### src/rtl/core/shrs_pkg.sv
package shrs_pkg;

  localparam int unsigned CountW = 32;
  localparam int unsigned DelayW = 16;
  localparam int unsigned DutyW  = 7;
  localparam int unsigned CfgIdxW = 3;

  localparam logic [DelayW-1:0] MinDelayMs   = 16'd50;
  localparam logic [DutyW-1:0]  DutyCap      = 7'd98;
  localparam logic [DelayW-1:0] ResetDelayMs = 16'd800;
  localparam logic [DutyW-1:0]  ResetDuty    = 7'd5;

  typedef enum logic [1:0] {
    OP_TICK  = 2'd0,
    OP_START = 2'd1,
    OP_STOP  = 2'd2
  } op_e;

  typedef enum logic [CfgIdxW-1:0] {
    REG_DIRECTION   = 3'd0,
    REG_START_DELAY = 3'd1,
    REG_TARGET      = 3'd2,
    REG_INTERVAL    = 3'd3,
    REG_DUTY_DUAL   = 3'd4,
    REG_DUTY_SINGLE = 3'd5
  } reg_idx_e;

  typedef struct packed {
    logic              direction;
    logic [DelayW-1:0] start_delay_ms;
    logic [DelayW-1:0] target_delay_ms;
    logic [DelayW-1:0] ramp_interval;
    logic [DutyW-1:0]  duty_dual_phase;
    logic [DutyW-1:0]  duty_single_phase;
  } cfg_t;

  typedef struct packed {
    logic [2:0]        phase_index;
    logic [CountW-1:0] steps_left;
    logic [DelayW-1:0] current_delay;
    logic [DelayW-1:0] ramp_count;
    logic              busy;
    logic [3:0]        gate_levels;
    logic [DutyW-1:0]  duty_held;
    logic [DelayW-1:0] move_target;
    logic [DelayW-1:0] move_interval;
  } core_t;

  // gate bits: bit0 a+, bit1 a-, bit2 b+, bit3 b-
  function automatic logic [3:0] beat_gates(input logic [2:0] idx);
    logic [3:0] g;
    case (idx)
      3'd0: g = 4'h1;
      3'd1: g = 4'h5;
      3'd2: g = 4'h4;
      3'd3: g = 4'h6;
      3'd4: g = 4'h2;
      3'd5: g = 4'hA;
      3'd6: g = 4'h8;
      3'd7: g = 4'h9;
      default: g = 4'h0;
    endcase
    return g;
  endfunction

endpackage

### src/rtl/core/shrs_if.sv
interface shrs_cmd_if;
  logic        valid;
  logic        ready;
  logic [1:0]  operation;
  logic [31:0] step_count;

  modport source (output valid, output operation, output step_count, input ready);
  modport sink   (input valid, input operation, input step_count, output ready);
endinterface

interface shrs_res_if;
  logic       valid;
  logic       ready;
  logic       gate_a_pos;
  logic       gate_a_neg;
  logic       gate_b_pos;
  logic       gate_b_neg;
  logic [6:0] duty_percent;
  logic       moving;
  logic       beat_taken;
  logic [2:0] beat_index;

  modport source (output valid, output gate_a_pos, output gate_a_neg, output gate_b_pos,
                  output gate_b_neg, output duty_percent, output moving,
                  output beat_taken, output beat_index, input ready);
  modport sink   (input valid, input gate_a_pos, input gate_a_neg, input gate_b_pos,
                  input gate_b_neg, input duty_percent, input moving,
                  input beat_taken, input beat_index, output ready);
endinterface

### src/rtl/core/shrs_step_logic.sv
module shrs_step_logic #(
  parameter int unsigned MAX_DELAY_MS = 5000,
  parameter int unsigned WaitW        = 13
) (
  input  logic [1:0]         op_i,
  input  logic [31:0]        step_count_i,
  input  shrs_pkg::cfg_t     cfg_i,
  input  shrs_pkg::core_t    cur_i,
  input  logic [WaitW-1:0]   wait_i,
  output shrs_pkg::core_t    nxt_o,
  output logic [WaitW-1:0]   wait_o,
  output logic               beat_o
);
  import shrs_pkg::*;

  localparam logic [DelayW-1:0] MaxDelay = DelayW'(MAX_DELAY_MS);
  localparam logic [WaitW-1:0]  MaxWait  = WaitW'(MAX_DELAY_MS);

  logic [DelayW-1:0] tgt_raised;
  logic [DelayW-1:0] start_raised;
  core_t             base;
  logic [WaitW-1:0]  wait_dec;
  logic              do_emit;
  logic [DutyW-1:0]  duty_sel;
  logic [DelayW:0]   ramp_inc;

  always_comb begin
    tgt_raised   = (cfg_i.target_delay_ms < MinDelayMs) ? MinDelayMs : cfg_i.target_delay_ms;
    start_raised = (cfg_i.start_delay_ms < MinDelayMs) ? MinDelayMs : cfg_i.start_delay_ms;
    if (start_raised < tgt_raised) begin
      start_raised = tgt_raised;
    end
    wait_dec = (wait_i != '0) ? wait_i - 1'b1 : wait_i;

    base    = cur_i;
    wait_o  = wait_i;
    do_emit = 1'b0;

    case (op_i)
      OP_START: begin
        base.move_target   = tgt_raised;
        base.move_interval = cfg_i.ramp_interval;
        base.current_delay = start_raised;
        base.ramp_count    = '0;
        base.steps_left    = '0;
        base.busy          = 1'b0;
        wait_o             = '0;
        if (step_count_i != '0) begin
          do_emit         = 1'b1;
          base.steps_left = step_count_i - 1'b1;
          base.busy       = 1'b1;
        end
      end
      OP_STOP: begin
        base.gate_levels = '0;
        base.busy        = 1'b0;
        base.steps_left  = '0;
        base.ramp_count  = '0;
        wait_o           = '0;
      end
      OP_TICK: begin
        if (cur_i.busy) begin
          wait_o = wait_dec;
          if (wait_dec == '0) begin
            if (cur_i.steps_left != '0) begin
              do_emit         = 1'b1;
              base.steps_left = cur_i.steps_left - 1'b1;
            end else begin
              base.busy = 1'b0;
            end
          end
        end
      end
      default: begin
      end
    endcase

    // one beat out of the table, then the ramp bookkeeping
    nxt_o    = base;
    duty_sel = base.phase_index[0] ? cfg_i.duty_dual_phase : cfg_i.duty_single_phase;
    ramp_inc = {1'b0, base.ramp_count} + 1'b1;
    if (do_emit) begin
      nxt_o.gate_levels = beat_gates(base.phase_index);
      nxt_o.duty_held   = (duty_sel > DutyCap) ? DutyCap : duty_sel;
      nxt_o.phase_index = cfg_i.direction ? base.phase_index - 1'b1
                                          : base.phase_index + 1'b1;
      wait_o = (base.current_delay > MaxDelay) ? MaxWait
                                               : base.current_delay[WaitW-1:0];
      if (base.current_delay > base.move_target && base.ramp_count == '0) begin
        nxt_o.current_delay = base.current_delay - 1'b1;
      end
      nxt_o.ramp_count = (ramp_inc >= {1'b0, base.move_interval}) ? '0
                                                                    : ramp_inc[DelayW-1:0];
    end
    beat_o = do_emit;
  end

endmodule

### src/rtl/core/stepper_half_step_ramp_sequencer_core.sv
// half-step stepper sequencer with a linear delay ramp
//
// cmd_i carries one command beat: operation (tick, start, stop) and a step
// count used by start. res_o returns exactly one status beat per command:
// the four gate levels, the selected duty, the moving flag, whether this
// command emitted a table beat, and the table index of the next beat.
// configuration goes through cfg_we_i / cfg_idx_i / cfg_data_i, one register
// per cycle, no read-back; write only while the block is idle.
//
// latency: the status beat is valid the cycle after its command is taken.
// throughput: one command per cycle, set by the single result register;
// cmd_i.ready drops only while a result waits and res_o.ready is low, so
// a stalled receiver holds the result steady and back-pressures cmd_i.
//
// reset: all gates low, duty 5, delay 800, phase 0, not moving, registers
// at their documented defaults; no clearing pass, ready straight away.
module stepper_half_step_ramp_sequencer_core #(
  parameter int unsigned MAX_DELAY_MS = 5000
) (
  input  logic                         clk_i,
  input  logic                         rst_ni,
  shrs_cmd_if.sink                     cmd_i,
  shrs_res_if.source                   res_o,
  input  logic                         cfg_we_i,
  input  logic [shrs_pkg::CfgIdxW-1:0] cfg_idx_i,
  input  logic [shrs_pkg::DelayW-1:0]  cfg_data_i
);
  import shrs_pkg::*;

  // wait counter only needs to hold the saturated delay
  localparam int unsigned WaitW = $clog2(MAX_DELAY_MS + 1);

  cfg_t             cfg_q;
  core_t            core_q, core_d;
  logic [WaitW-1:0] wait_q, wait_d;
  logic             beat_d;
  logic             res_valid_q;
  logic             beat_q;
  logic             cmd_take;

  // result register frees up when empty or being drained this cycle
  assign cmd_i.ready = !res_valid_q || res_o.ready;
  assign cmd_take    = cmd_i.valid && cmd_i.ready;

  // configuration registers
  always_ff @(posedge clk_i or negedge rst_ni) begin
    if (!rst_ni) begin
      cfg_q.direction         <= 1'b0;
      cfg_q.start_delay_ms    <= ResetDelayMs;
      cfg_q.target_delay_ms   <= ResetDelayMs;
      cfg_q.ramp_interval     <= 16'd1;
      cfg_q.duty_dual_phase   <= 7'd15;
      cfg_q.duty_single_phase <= 7'd21;
    end else if (cfg_we_i) begin
      case (cfg_idx_i)
        REG_DIRECTION:   cfg_q.direction         <= cfg_data_i[0];
        REG_START_DELAY: cfg_q.start_delay_ms    <= cfg_data_i;
        REG_TARGET:      cfg_q.target_delay_ms   <= cfg_data_i;
        REG_INTERVAL:    cfg_q.ramp_interval     <= cfg_data_i;
        REG_DUTY_DUAL:   cfg_q.duty_dual_phase   <= cfg_data_i[DutyW-1:0];
        REG_DUTY_SINGLE: cfg_q.duty_single_phase <= cfg_data_i[DutyW-1:0];
        default: begin
        end
      endcase
    end
  end

  // all per-command work: start, stop, tick, table beat and ramp
  shrs_step_logic #(
    .MAX_DELAY_MS(MAX_DELAY_MS),
    .WaitW       (WaitW)
  ) u_step (
    .op_i        (cmd_i.operation),
    .step_count_i(cmd_i.step_count),
    .cfg_i       (cfg_q),
    .cur_i       (core_q),
    .wait_i      (wait_q),
    .nxt_o       (core_d),
    .wait_o      (wait_d),
    .beat_o      (beat_d)
  );

  // sequencer state, updated once per accepted command
  always_ff @(posedge clk_i or negedge rst_ni) begin
    if (!rst_ni) begin
      core_q.phase_index   <= '0;
      core_q.steps_left    <= '0;
      core_q.current_delay <= ResetDelayMs;
      core_q.ramp_count    <= '0;
      core_q.busy          <= 1'b0;
      core_q.gate_levels   <= '0;
      core_q.duty_held     <= ResetDuty;
      core_q.move_target   <= ResetDelayMs;
      core_q.move_interval <= 16'd1;
      wait_q               <= '0;
      beat_q               <= 1'b0;
    end else if (cmd_take) begin
      core_q <= core_d;
      wait_q <= wait_d;
      beat_q <= beat_d;
    end
  end

  // result valid flag; the payload is the state just written
  always_ff @(posedge clk_i or negedge rst_ni) begin
    if (!rst_ni) begin
      res_valid_q <= 1'b0;
    end else if (cmd_take) begin
      res_valid_q <= 1'b1;
    end else if (res_o.ready) begin
      res_valid_q <= 1'b0;
    end
  end

  assign res_o.valid        = res_valid_q;
  assign res_o.gate_a_pos   = core_q.gate_levels[0];
  assign res_o.gate_a_neg   = core_q.gate_levels[1];
  assign res_o.gate_b_pos   = core_q.gate_levels[2];
  assign res_o.gate_b_neg   = core_q.gate_levels[3];
  assign res_o.duty_percent = core_q.duty_held;
  assign res_o.moving       = core_q.busy;
  assign res_o.beat_taken   = beat_q;
  assign res_o.beat_index   = core_q.phase_index;

`ifndef NO_ASSERTIONS
  // a fresh beat always belongs to a running move
  a_beat_moving: assert property (@(posedge clk_i) disable iff (!rst_ni)
    beat_q |-> core_q.busy)
    else $error("beat reported while not moving");

  // stop leaves all gates low and the move aborted
  a_stop_clears: assert property (@(posedge clk_i) disable iff (!rst_ni)
    (cmd_take && cmd_i.operation == OP_STOP)
      |=> (core_q.gate_levels == '0 && !core_q.busy && wait_q == '0))
    else $error("stop did not clear the move");

  // loaded wait never exceeds the saturation limit
  a_wait_range: assert property (@(posedge clk_i) disable iff (!rst_ni)
    32'(wait_q) <= MAX_DELAY_MS)
    else $error("wait counter above maximum delay");

  // an empty result register never back-pressures commands
  a_ready_empty: assert property (@(posedge clk_i) disable iff (!rst_ni)
    !res_valid_q |-> cmd_i.ready)
    else $error("command stalled with empty result register");

  // the working delay never falls below the latched target
  a_delay_floor: assert property (@(posedge clk_i) disable iff (!rst_ni)
    core_q.busy |-> (core_q.current_delay >= core_q.move_target))
    else $error("delay ramped below target");
`endif

endmodule

### src/flat_wrapper.sv
// flat-port wrapper written by rule: the top's interface ports become plain ports
module stepper_half_step_ramp_sequencer_core_flat import shrs_pkg::*;
#(
  parameter int unsigned MAX_DELAY_MS = 5000
)
  (clk_i, rst_ni, cfg_we_i, cfg_idx_i, cfg_data_i, cmd_i_valid, cmd_i_operation, cmd_i_step_count, cmd_i_ready, res_o_valid, res_o_gate_a_pos, res_o_gate_a_neg, res_o_gate_b_pos, res_o_gate_b_neg, res_o_duty_percent, res_o_moving, res_o_beat_taken, res_o_beat_index, res_o_ready);
  shrs_cmd_if cmd_i_i ();
  shrs_res_if res_o_i ();
  input  logic clk_i;
  input  logic rst_ni;
  input  logic cfg_we_i;
  input  logic [shrs_pkg::CfgIdxW-1:0] cfg_idx_i;
  input  logic [shrs_pkg::DelayW-1:0] cfg_data_i;
  input wire logic [$bits(cmd_i_i.valid)-1:0] cmd_i_valid;
  input wire logic [$bits(cmd_i_i.operation)-1:0] cmd_i_operation;
  input wire logic [$bits(cmd_i_i.step_count)-1:0] cmd_i_step_count;
  output wire logic [$bits(cmd_i_i.ready)-1:0] cmd_i_ready;
  output wire logic [$bits(res_o_i.valid)-1:0] res_o_valid;
  output wire logic [$bits(res_o_i.gate_a_pos)-1:0] res_o_gate_a_pos;
  output wire logic [$bits(res_o_i.gate_a_neg)-1:0] res_o_gate_a_neg;
  output wire logic [$bits(res_o_i.gate_b_pos)-1:0] res_o_gate_b_pos;
  output wire logic [$bits(res_o_i.gate_b_neg)-1:0] res_o_gate_b_neg;
  output wire logic [$bits(res_o_i.duty_percent)-1:0] res_o_duty_percent;
  output wire logic [$bits(res_o_i.moving)-1:0] res_o_moving;
  output wire logic [$bits(res_o_i.beat_taken)-1:0] res_o_beat_taken;
  output wire logic [$bits(res_o_i.beat_index)-1:0] res_o_beat_index;
  input wire logic [$bits(res_o_i.ready)-1:0] res_o_ready;
  assign cmd_i_i.valid = cmd_i_valid;
  assign cmd_i_i.operation = cmd_i_operation;
  assign cmd_i_i.step_count = cmd_i_step_count;
  assign cmd_i_ready = cmd_i_i.ready;
  assign res_o_valid = res_o_i.valid;
  assign res_o_gate_a_pos = res_o_i.gate_a_pos;
  assign res_o_gate_a_neg = res_o_i.gate_a_neg;
  assign res_o_gate_b_pos = res_o_i.gate_b_pos;
  assign res_o_gate_b_neg = res_o_i.gate_b_neg;
  assign res_o_duty_percent = res_o_i.duty_percent;
  assign res_o_moving = res_o_i.moving;
  assign res_o_beat_taken = res_o_i.beat_taken;
  assign res_o_beat_index = res_o_i.beat_index;
  assign res_o_i.ready = res_o_ready;
  stepper_half_step_ramp_sequencer_core #(.MAX_DELAY_MS(MAX_DELAY_MS)) u_core (.clk_i(clk_i), .rst_ni(rst_ni), .cmd_i(cmd_i_i), .res_o(res_o_i), .cfg_we_i(cfg_we_i), .cfg_idx_i(cfg_idx_i), .cfg_data_i(cfg_data_i));
endmodule
### config.mk
export PLATFORM = sky130hd
export DESIGN_NAME = stepper_half_step_ramp_sequencer_core_flat
export DESIGN_NICKNAME = d
export VERILOG_FILES = /design/src/rtl/core/shrs_pkg.sv /design/src/rtl/core/shrs_if.sv /design/src/rtl/core/shrs_step_logic.sv /design/src/rtl/core/stepper_half_step_ramp_sequencer_core.sv /design/src/flat_wrapper.sv
export SDC_FILE = /design/constraint.sdc
export NUM_CORES = 1
export LEC_CHECK = 0
export CAP_MARGIN = 20
export CORE_AREA = 2 2 210 212
export CTS_BUF_LIST = sky130_fd_sc_hd__clkbuf_2
export DETAILED_ROUTE_END_ITERATION = 7
export DIE_AREA = 0 0 212 214
export DONT_BUFFER_PORTS = 1
export GPL_TIMING_DRIVEN = 0
export PLACE_DENSITY = 0.48
export SLEW_MARGIN = 10
export SYNTH_ARGS = -nofsm -noshare
export SYNTH_HDL_FRONTEND = slang
export SYNTH_SLANG_ARGS = --single-unit
### constraint.sdc
create_clock -name clk_i -period 5 [get_ports clk_i]
set_input_delay 1.5 -clock clk_i [delete_from_list [all_inputs] [get_ports clk_i]]
set_output_delay 1.5 -clock clk_i [all_outputs]
set_load 0.01 [all_outputs]
# After elaboration in Yosys (flattened, before gate mapping)
# Memory sizes are Yosys's and may differ from the RTL's.
# Index checks and enable logic that the tools add are counted.
[word_totals] regBits=189 rom_bits=32 inputBits=58 out_inout_bits=18 n_memories=1
[op_classes] add_sub_neg=7 order_cmp=7 n_eq_ne=11 mux=34 n_reduce_logical=27
[memory_table] memory="(no name shown)" words=8 width=4 read_ports=1 rd_clocked_by_memory_dff=0 write_ports=0 line="shrs_pkg.sv:52" rtl="case (idx)"
[ops] operator="two-way mux 32 bit" count=6
[ops] operator="two-way mux 16 bit" count=7
[ops] operator="one-hot mux 32 bit (3 select lines)" count=1
[ops] operator="nonzero test 32 bit" count=2
[ops] operator="subtractor 32 x 1 -> 32 bit (second input constant)" count=2
[ops] operator="two-way mux 13 bit" count=4
[ops] operator="less-than comparator 16 x 6 -> 1 bit (second input constant)" count=2
[ops] operator="one-hot mux 13 bit (2 select lines)" count=1
[ops] operator="AND reduction 2 bit" count=9
[ops] operator="adder 16 x 1 -> 17 bit (second input constant)" count=1
[ops] operator=">= comparator 17 x 16 -> 1 bit" count=1
[ops] operator="> comparator 16 x 13 -> 1 bit (second input constant)" count=1
[ops] operator="> comparator 16 bit" count=1
[ops] operator="zero test 16 bit" count=1
[ops] operator="less-than comparator 16 bit" count=1
[ops] operator="subtractor 16 x 1 -> 16 bit (second input constant)" count=1
[ops] operator="two-way mux 7 bit" count=2
[ops] operator="zero test 13 bit" count=1
[ops] operator="nonzero test 13 bit" count=1
[ops] operator="subtractor 13 x 1 -> 13 bit (second input constant)" count=1
[ops] operator="two-way mux 11 bit" count=1
[ops] operator="two-way mux 1 bit" count=8
[ops] operator="> comparator 7 bit (second input constant)" count=1
[ops] operator="== test 3 x 2 -> 1 bit (second input constant)" count=2
[ops] operator="other kinds (23)" count=28

# Longest topological paths before layout
# Gate-level depths: netlist (run 1).
[logic_depth] depth_word=9 ltp_mapped=25 depth_no_buf=24

# By module
# A second synthesis (run 1) with hierarchy kept.
[hier_totals] hier_cells=1388 hier_area_um2=13614.3
[by_module_without_submodules] module="stepper_half_step_ramp_sequencer_core" instances=1 cells_per_inst=416 area_each_um2=7199.4 seq_area_each_um2=4758.3
[by_module_without_submodules] module="shrs_step_logic" instances=1 cells_per_inst=972 area_each_um2=6414.9 seq_area_each_um2=0.0

# Least setup slack after synthesis (run 1)
# No wires, ideal clock.
[synth_path] path_type="input-to-reg" startpoint="input cmd_i_operation[1]" endpoint="register u_core.core_q[75] in the netlist's numbering" setup_ns=0.130 arrival_time_ns=5.996 required_time_ns=4.870 slack_ns=-1.126 cell_stages=20 cell_sequence="inv_1 ha_1 buf_4 clkbuf_1 clkbuf_1 buf_1 clkbuf_1 buf_1 mux2i_1 ha_1 nand2_1 nor3_1 o211ai_1 o21ai_0 o2111a_1 o2111ai_2 or4_4 nor3_2 xnor2_1 o21ai_1"
[synth_between] elab_chain_cells=7 word_cells_on_any_way=14
[synth_rtl] item="from (decl)" line="flat_wrapper.sv:15" rtl="input wire logic [$bits(cmd_i_i.operation)-1:0] cmd_i_operation;"
[synth_rtl] item="branches (longest 6 deep; another with > comparator 16 bit)"
[synth_rtl] item="two-way mux 32 bit (*)" line="shrs_step_logic.sv:82" rtl="if (do_emit) begin"
[synth_rtl] item="to (signal assigned)" line="stepper_half_step_ramp_sequencer_core.sv:98" rtl="core_q <= core_d;"
[synth_rtl] item="to (decl)" line="stepper_half_step_ramp_sequencer_core.sv:34" rtl="core_t core_q, core_d;"
# Every way passes the cells marked *.
# A chain may end at the register's enable or synchronous reset.

# Worst setup path in the final report (run 1)
[layout_path] startpoint="register u_core.cfg_q[42] in the netlist's numbering" endpoint="register u_core.core_q[71] in the netlist's numbering"
[layout_between] elab_chain_cells=9 word_cells_on_any_way=11
[layout_rtl] item="from (decl)" line="stepper_half_step_ramp_sequencer_core.sv:33" rtl="cfg_t cfg_q;"
[layout_rtl] item="less-than comparator 16 x 6 -> 1 bit" line="shrs_step_logic.sv:28" rtl="tgt_raised = (cfg_i.target_delay_ms < MinDelayMs) ? MinDelayMs : cfg_i.target_delay_ms;"
[layout_rtl] item="two-way mux 16 bit (*)" line="shrs_step_logic.sv:28"
[layout_rtl] item="less-than comparator 16 bit" line="shrs_step_logic.sv:30" rtl="if (start_raised < tgt_raised) begin"
[layout_rtl] item="two-way mux 16 bit" line="shrs_step_logic.sv:30"
[layout_rtl] item="two-way mux 16 bit" line="shrs_step_logic.sv:39" rtl="case (op_i)"
[layout_rtl] item="> comparator 16 bit" line="shrs_step_logic.sv:89" rtl="if (base.current_delay > base.move_target && base.ramp_count == '0) begin"
[layout_rtl] item="logical AND 1 bit" line="shrs_step_logic.sv:89"
[layout_rtl] item="two-way mux 16 bit" line="shrs_step_logic.sv:89"
[layout_rtl] item="two-way mux 32 bit (*)" line="shrs_step_logic.sv:82"
# Mark *: on every way between the ends. The rest lies on a longest branch, timed or not.

==> metrics.md, run 1 <==
| Metric | Value |
|---|---|
| Syn. warnings | `0` |
| Post-synth EDFFs | `0` |
| Die height | `214 um` |
| Final Hold Viols | `0` |
| Final instance count without filler cells | `2088` |
| # port buffers | `0` |
| Total GRT Usage | `17.3%` |
| Min cycle time layout | `5.43 ns` |
| Power Dens Cells | `396 nW/um2` |
| Placed insts | `1977` |
| Violated checks | `negative setup slack` |
| Syn Area/Cell | `8.90 um2` |
| H-tree levels | `4` |
| Worst-Margin Slew | `1.08 ns` |
| Max-Slew Margin vs Limit | `28.1%` |
| Max cap viols | `0` |
| Setup-failing EPs final | `13` |
| CTS tree | `done` |
| Total Power Consumption | `5.80 mW` |
| CP Class | `flip-flop to flip-flop` |
| Area Overhead vs Synth | `18.5%` |
| Vias in the first global route | `10.7k` |
| Reg2Reg Setup Slack | `-0.43 ns` |
| Leakage | `5.81 nW` |
| Initial drt markers | `773` |
| Setup TNS Final | `-2.27 ns` |
| GPL Wtd Cong | `0.883` |
| Initial Util | `28.8%` |
| Congestion Overflow GR | `0` |
| Syn nets | `1508` |
| CP Capture Type | `flip-flop` |
| Largest net degree at the start of global routing | `190` |
| Vias/cell | `5.29` |
| DRT antenna net count | `0` |
| Critical Path Start Type | `flip-flop` |
| Layout cell share with drive strength beyond 1 | `21.8%` |
| CTS Buf Count | `17` |
| Ys async rst share | `100%` |
| Wire length of the first global-routing pass | `61500 um` |
| Die Area | `45400 um2` |
| Worst min path class | `input pin to asynchronous set/reset pin` |
| Hold Worst Slack | `0.239 ns` |
| Outcome | `complete, but fails checks` |
| Placement row count | `76` |
| Via count | `11.0k` |
| Synth top cells by count | `nand2_1, dfrtp_1, o21ai_0` |
| Avg WL per Cell | `18.9 um` |
| CTS Hold Buffers Added | `0` |
| Unrepaired setup endpoints after global routing | `yes` |
| Die Span X | `212 um` |
| Worst-path maximum fanout | `5` |
| Final WL | `39400 um` |
| Core area | `42900 um2` |
| Setup Skew | `0.0539 ns` |
| Synth area leaders | `dfrtp_1, o21ai_0, ha_1` |
| Synthesized area | `12400 um2` |
| Count of pins over their slew limit | `0` |
| Gate Count Post-Synth | `1390` |
| RR Startpoint | `u_core.cfg_q[42]` |
| Critical path required time | `5.86 ns` |
| Register clock-pin slew on the reported worst setup and hold paths | `0.36 ns` |
| Critical Path AT | `6.28 ns` |
| Nets@finish | `1607` |
| HPWL Detailed | `28900 um` |
| PnR worst setup slack | `-0.428 ns` |
| Ratio of final minimum period to clock period | `109%` |
| Root Buffer | `clkbuf_2` |
| Most common cell in the netlist | `nand2_1` |
| # IOs | `76` |
| Initial antenna violation count | `1` |
| Synth area leader | `dfrtp_1` |
| Clk_lat worst skew | `0.92 ns` |
| Post-synthesis register bit count | `189` |
| Max VDD drop | `0.000219 V` |
| Post-placement setup slack | `-1.35 ns` |
| Unique masters post-synth | `79` |
| Drt pass-1 iters | `7` |
| Sequential fraction of the synthesis area | `38.5%` |
| Crit Reg-Reg Endpoint | `u_core.core_q[71]` |
| Clock Sinks | `189` |
| Max Root-Sink Buffers | `2` |
| Reg2reg path depth | `24` |
| Synth Flop Type | `dfrtp_1` |
| Maximum clock frequency | `184 MHz` |
| # DRC | `0` |
| Synth top area share | `33.6%` |
## registers in the layout (all words and copies together) (netlist names)
name / cells
u_core.core_q: 96
u_core.res_o.moving: 1
u_core.res_o.gate_a_neg: 1
u_core.cfg_q: 63
u_core.res_o.valid: 1
u_core.res_o.beat_index: 3
u_core.res_o.gate_b_pos: 1
u_core.wait_q: 13
u_core.res_o.gate_a_pos: 1
u_core.res_o.beat_taken: 1
u_core.res_o.gate_b_neg: 1
u_core.res_o.duty_percent: 7
## metrics by stage
| step | utilization (%) | cell area [um2] |
|---|---|---|
| final | 34.2 | 14700 |
| after CTS | 33.2 | 14200 |
| after floorplan | - | 12600 |
| after detailed placement | 31.0 | 13300 |
| after global placement | 31.0 | 13300 |
| after global routing | 34.2 | 14700 |
## kinds of logic after synthesis
group | Yosys count | share of synthesized area (%)
mux | 90 | 7.86
compound gates | 363 | 19.3
fa+ha+maj | 60 | 6.13
buf+inv | 129 | 4.33
simple gates | 502 | 19.8
xor+xnor | 57 | 4.04
flops | 189 | 38.5
## how the worst max path moves through the flow
stage	startpoint	endpoint	slack (ns)
after detailed placement	u_core.cfg_q[57]	u_core.core_q[72]	-1.35
after global routing	u_core.cfg_q[42]	u_core.core_q[75]	-0.64
after CTS	u_core.cfg_q[37]	u_core.core_q[72]	-0.36
after global placement	u_core.cfg_q[57]	u_core.core_q[72]	-1.31
after floorplan	u_core.cfg_q[42]	u_core.core_q[75]	-0.12
final	u_core.cfg_q[42]	u_core.core_q[71]	-0.43
## placed cells by master (no fill, tap or decap), drive strengths merged, types with 9 or more instances in the layout
| master | count |
|---|---|
| a31oi | 11 |
| nor3b | 9 |
| nand4 | 21 |
| clkbuf | 77 |
| a21oi | 44 |
| a22o | 26 |
| nor3 | 57 |
| or3 | 16 |
| or2 | 11 |
| and2 | 10 |
| nand2b | 13 |
| o31ai | 9 |
| dfstp | 23 |
| ha | 59 |
| mux2i | 33 |
| xor2 | 23 |
| buf | 99 |
| mux2 | 57 |
| nand2 | 180 |
| nor2 | 91 |
| o22ai | 14 |
| inv | 56 |
| xnor2 | 34 |
| o21ai | 161 |
| dfrtp | 166 |
| nand3 | 23 |
| nor4 | 32 |
| a21o | 16 |
## where the power goes
part / internal, mW / switching, mW / total (mW)
Sequential: 1.93 / 0.377 / 2.31
Clock: 0.172 / 0.663 / 0.835
Combinational: 1.19 / 1.46 / 2.65
Total: 3.29 / 2.50 / 5.80
## area by class of cell
type	instances	area, um2
tap	585	732
multi-input combinational	1072	7680
buffer	79	419
antenna	1	2.50
clock inverter	15	171
inverter	50	188
fill	4436	28200
clock buffer	17	85.1
sequential	189	4770
timing repair buffer	80	611
## routing by layer
layer  global-route usage, %  share of wire [%]
met1                    23.8                 47
met2                    27.4                 46
met3                    3.96                5.7
met4                    4.53                1.7
met5                       0                  0
## worst max-delay path, stage by stage (launching register included)
cell and delay, ns:
dfrtp_2 0.48, or4_4 0.59, nor4_4 0.34, buf_4 0.17, nand2b_4 0.13, ha_4 0.21
a31oi_4 0.21, o21ai_2 0.10, buf_6 0.16, buf_4 0.13, o32ai_1 0.27, a31o_2 0.19
inv_2 0.09, ha_1 0.30, nand4_1 0.13, o21ai_1 0.14, a21oi_1 0.08, o21ai_1 0.14
o2111a_2 0.32, o2111ai_4 0.16, or4_4 0.62, buf_4 0.17, nor2_4 0.07, xnor2_1 0.11
o21ai_1 0.07
## what timing repair did
item | CTS | global route
endpoints found under the setup margin | 16 | 36
pin swaps | 40 | 53
setup buffers | 44 | 36
resized for setup | 76 | 36
(Power assumes the default switching activity.)
==> run 2: changes to the inputs <==
MAX_ROUTING_LAYER = met4   (was unset)
==> run 2 against run 1 <==
  * The run still ends with negative setup slack left
  * Largest power group unchanged
  * Critical path depth increased by 2
  * Sequential power about the same
  * Via count decreased by 0.55%
  * Clock-buffer cell count unchanged
  * Core utilization increased by 0.12 points
==> metrics.md, run 2 (synthesis results as in run 1) <==
| Metric | Value |
|---|---|
| Outcome | `complete, but fails checks` |
| Violated checks | `negative setup slack` |
| Root Buffer | `clkbuf_2` |
| HPWL Detailed | `28900 um (unchanged)` |
| Register clock-pin slew on the reported worst setup and hold paths | `0.37 ns (about the same)` |
| Fillers | `4436 (unchanged)` |
| RR Startpoint | `u_core.cfg_q[39]` |
| Power Dens Cells | `396 nW/um2 (+0.12%)` |
| Via count | `11.0k (-0.55%)` |
| Largest register by flop count | `u_core.core_q` |
| Worst-path maximum fanout | `4 (-1)` |
| Critical Path AT | `6.38 ns (+0.10 ns)` |
| Max Root-Sink Buffers | `2 (unchanged)` |
| Initial antenna violation count | `2 (+1)` |
| Core area | `42900 um2 (unchanged)` |
| CTS tree | `done` |
| Regs by FF count | `u_core.core_q: 96 flops, u_core.cfg_q: 63 flops, u_core.wait_q: 13 flops` |
| Clock Sinks | `189 (unchanged)` |
| Max cap viols | `0 (unchanged)` |
| Reg2Reg Setup Slack | `-0.51 ns (-0.08 ns)` |
| Reg2reg path depth | `26 (+8.3%)` |
| Min cycle time layout | `5.51 ns (+0.0795 ns)` |
| Total GRT Usage | `17.9% (+0.53 points)` |
| # DRC | `0 (unchanged)` |
| Reg area | `4770 um2 (unchanged)` |
| Final WL | `39400 um (about the same)` |
| Die Area | `45400 um2 (unchanged)` |
| Placed insts | `1977 (unchanged)` |
| Layout cell share with drive strength beyond 1 | `21.9% (+0.089 points)` |
| Wire length of the first global-routing pass | `61500 um (about the same)` |
| Area Overhead vs Synth | `19.0%` |
| Final core occ | `34.3% (+0.12 points)` |
| Max-Slew Margin vs Limit | `29.5% (+1.3 points)` |
| Critical path required time | `5.87 ns (about the same)` |
| Clk_lat worst skew | `0.93 ns (about the same)` |
| CP Capture Type | `flip-flop` |
| Leakage | `5.84 nW (+0.51%)` |
| Nets@finish | `1610 (+0.19%)` |
| Setup-failing EPs final | `15 (+2)` |
| Final Hold Viols | `0 (unchanged)` |
| Vias/cell | `5.25 (-0.74%)` |
| Hold Worst Slack | `0.218 ns (-0.0219 ns)` |
| Post-placement setup slack | `-1.35 ns (unchanged)` |
| PnR worst setup slack | `-0.508 ns (-0.0795 ns)` |
| DRT antenna net count | `0 (unchanged)` |
| GPL Wtd Cong | `0.898 (+1.7%)` |
| Max VDD drop | `0.000219 V (+0.29%)` |
| Congestion Overflow GR | `0 (unchanged)` |
| Ratio of final minimum period to clock period | `110% (+1.6 points)` |
| Die height | `214 um (unchanged)` |
| # IOs | `76 (unchanged)` |
| Maximum clock frequency | `182 MHz (-1.4%)` |
| Setup Skew | `0.0569 ns (+0.00303 ns)` |
| Max reg flops | `96 (unchanged)` |
| Multi-input logic area | `7700 um2 (+0.29%)` |
| Vias in the first global route | `10.7k (+0.24%)` |
| Area after DPL | `13300 um2 (unchanged)` |
| Placement row count | `76 (unchanged)` |
| Drt pass-1 iters | `7 (unchanged)` |
| CP Class | `flip-flop to flip-flop` |
| Avg WL per Cell | `18.8 um (-0.16%)` |
| Initial Util | `28.8% (unchanged)` |
| CTS Buf Count | `17 (unchanged)` |
| Count of pins over their slew limit | `0 (unchanged)` |
| Die Span X | `212 um (unchanged)` |
| Commonest non-fill, non-tap cell in the layout | `nand2_1` |
| Crit Reg-Reg Endpoint | `u_core.core_q[71]` |
| Unrepaired setup endpoints after global routing | `yes` |
| Final instance count without filler cells | `2092 (+0.19%)` |
| Critical Path Start Type | `flip-flop` |
| H-tree levels | `4 (unchanged)` |
| Setup TNS Final | `-2.84 ns (-0.571 ns)` |
| Initial drt markers | `810 (+4.8%)` |
| Total Power Consumption | `5.82 mW (+0.47%)` |
| Worst min path class | `input pin to asynchronous set/reset pin` |
| # port buffers | `0 (unchanged)` |
| Largest net degree at the start of global routing | `190 (unchanged)` |
| Design area | `14700 um2 (+0.35%)` |
| Most frequent cells in the layout | `nand2_1, dfrtp_1, o21ai_0, buf_4, nor2_1` |
| Worst-Margin Slew | `1.06 ns (-0.0199 ns)` |
-- run 2: cell types whose count changed in the layout (fill, tap and decap cells not counted), moves of 2 or more --
cell,delta
nor2_2,-5
nor2_1,+3
buf_4,+2
nor2_4,+2
xnor2_1,-2
xnor2_2,+2
-- run 2: layout make-up --
class,instances,area share (%)
multi-input combinational,1072,52.4
sequential,189,32.4
tap,585,4.98
timing repair buffer,83,4.33
buffer,79,2.85
inverter,50,1.28
clock inverter,15,1.17
clock buffer,17,0.578
antenna,2,0.0340
-- run 2: power breakdown --
part           internal, mW  switching (mW)
sequential             1.94           0.374
clock                 0.172           0.662
combinational          1.21            1.47
-- run 2: timing repair --
item | in CTS | in global routing
hold buffers | 0 | 0
gates resized for setup | 76 | 39
setup buffers | 44 | 38
endpoints found under the setup margin | 16 | 36
pin swaps | 40 | 45
-- run 2: critical path, cell delays in order (launching register included) --
cell and delay, ns:
dfstp_2 0.46, or4_4 0.59, nor3_4 0.32, nor2_4 0.07
ha_4 0.28, a21oi_2 0.05, o21ai_2 0.19, a31oi_4 0.06
buf_4 0.18, buf_4 0.12, o2111ai_1 0.21, o221ai_1 0.16
a311o_1 0.34, inv_2 0.09, ha_1 0.15, a21o_1 0.12
a21oi_2 0.05, nor2_1 0.12, a2111oi_2 0.05, nor3_1 0.27
o2111a_2 0.34, o2111ai_4 0.17, or4_4 0.63, buf_4 0.16
nor2_4 0.07, xnor2_1 0.12, o21ai_1 0.07
-- run 2: per-layer routing --
layer,vias up,part of all wire [%],global-route usage (%)
met5,-,0,-
met4,0,2.0,4.53
met3,46,5.7,3.91
met2,282,46,27.4
met1,5373,47,23.8
li1,5276,-,-
-- run 2: worst max-delay path by stage --
stage	start	end	slack (ns)	depth (start not counted)
detailed placement	u_core.cfg_q[57]	u_core.core_q[72]	-1.35	24
global route	u_core.cfg_q[39]	u_core.core_q[75]	-0.68	25
finish	u_core.cfg_q[39]	u_core.core_q[71]	-0.51	26
floorplan	u_core.cfg_q[42]	u_core.core_q[75]	-0.12	21
global placement	u_core.cfg_q[57]	u_core.core_q[72]	-1.31	24
CTS	u_core.cfg_q[37]	u_core.core_q[72]	-0.36	22
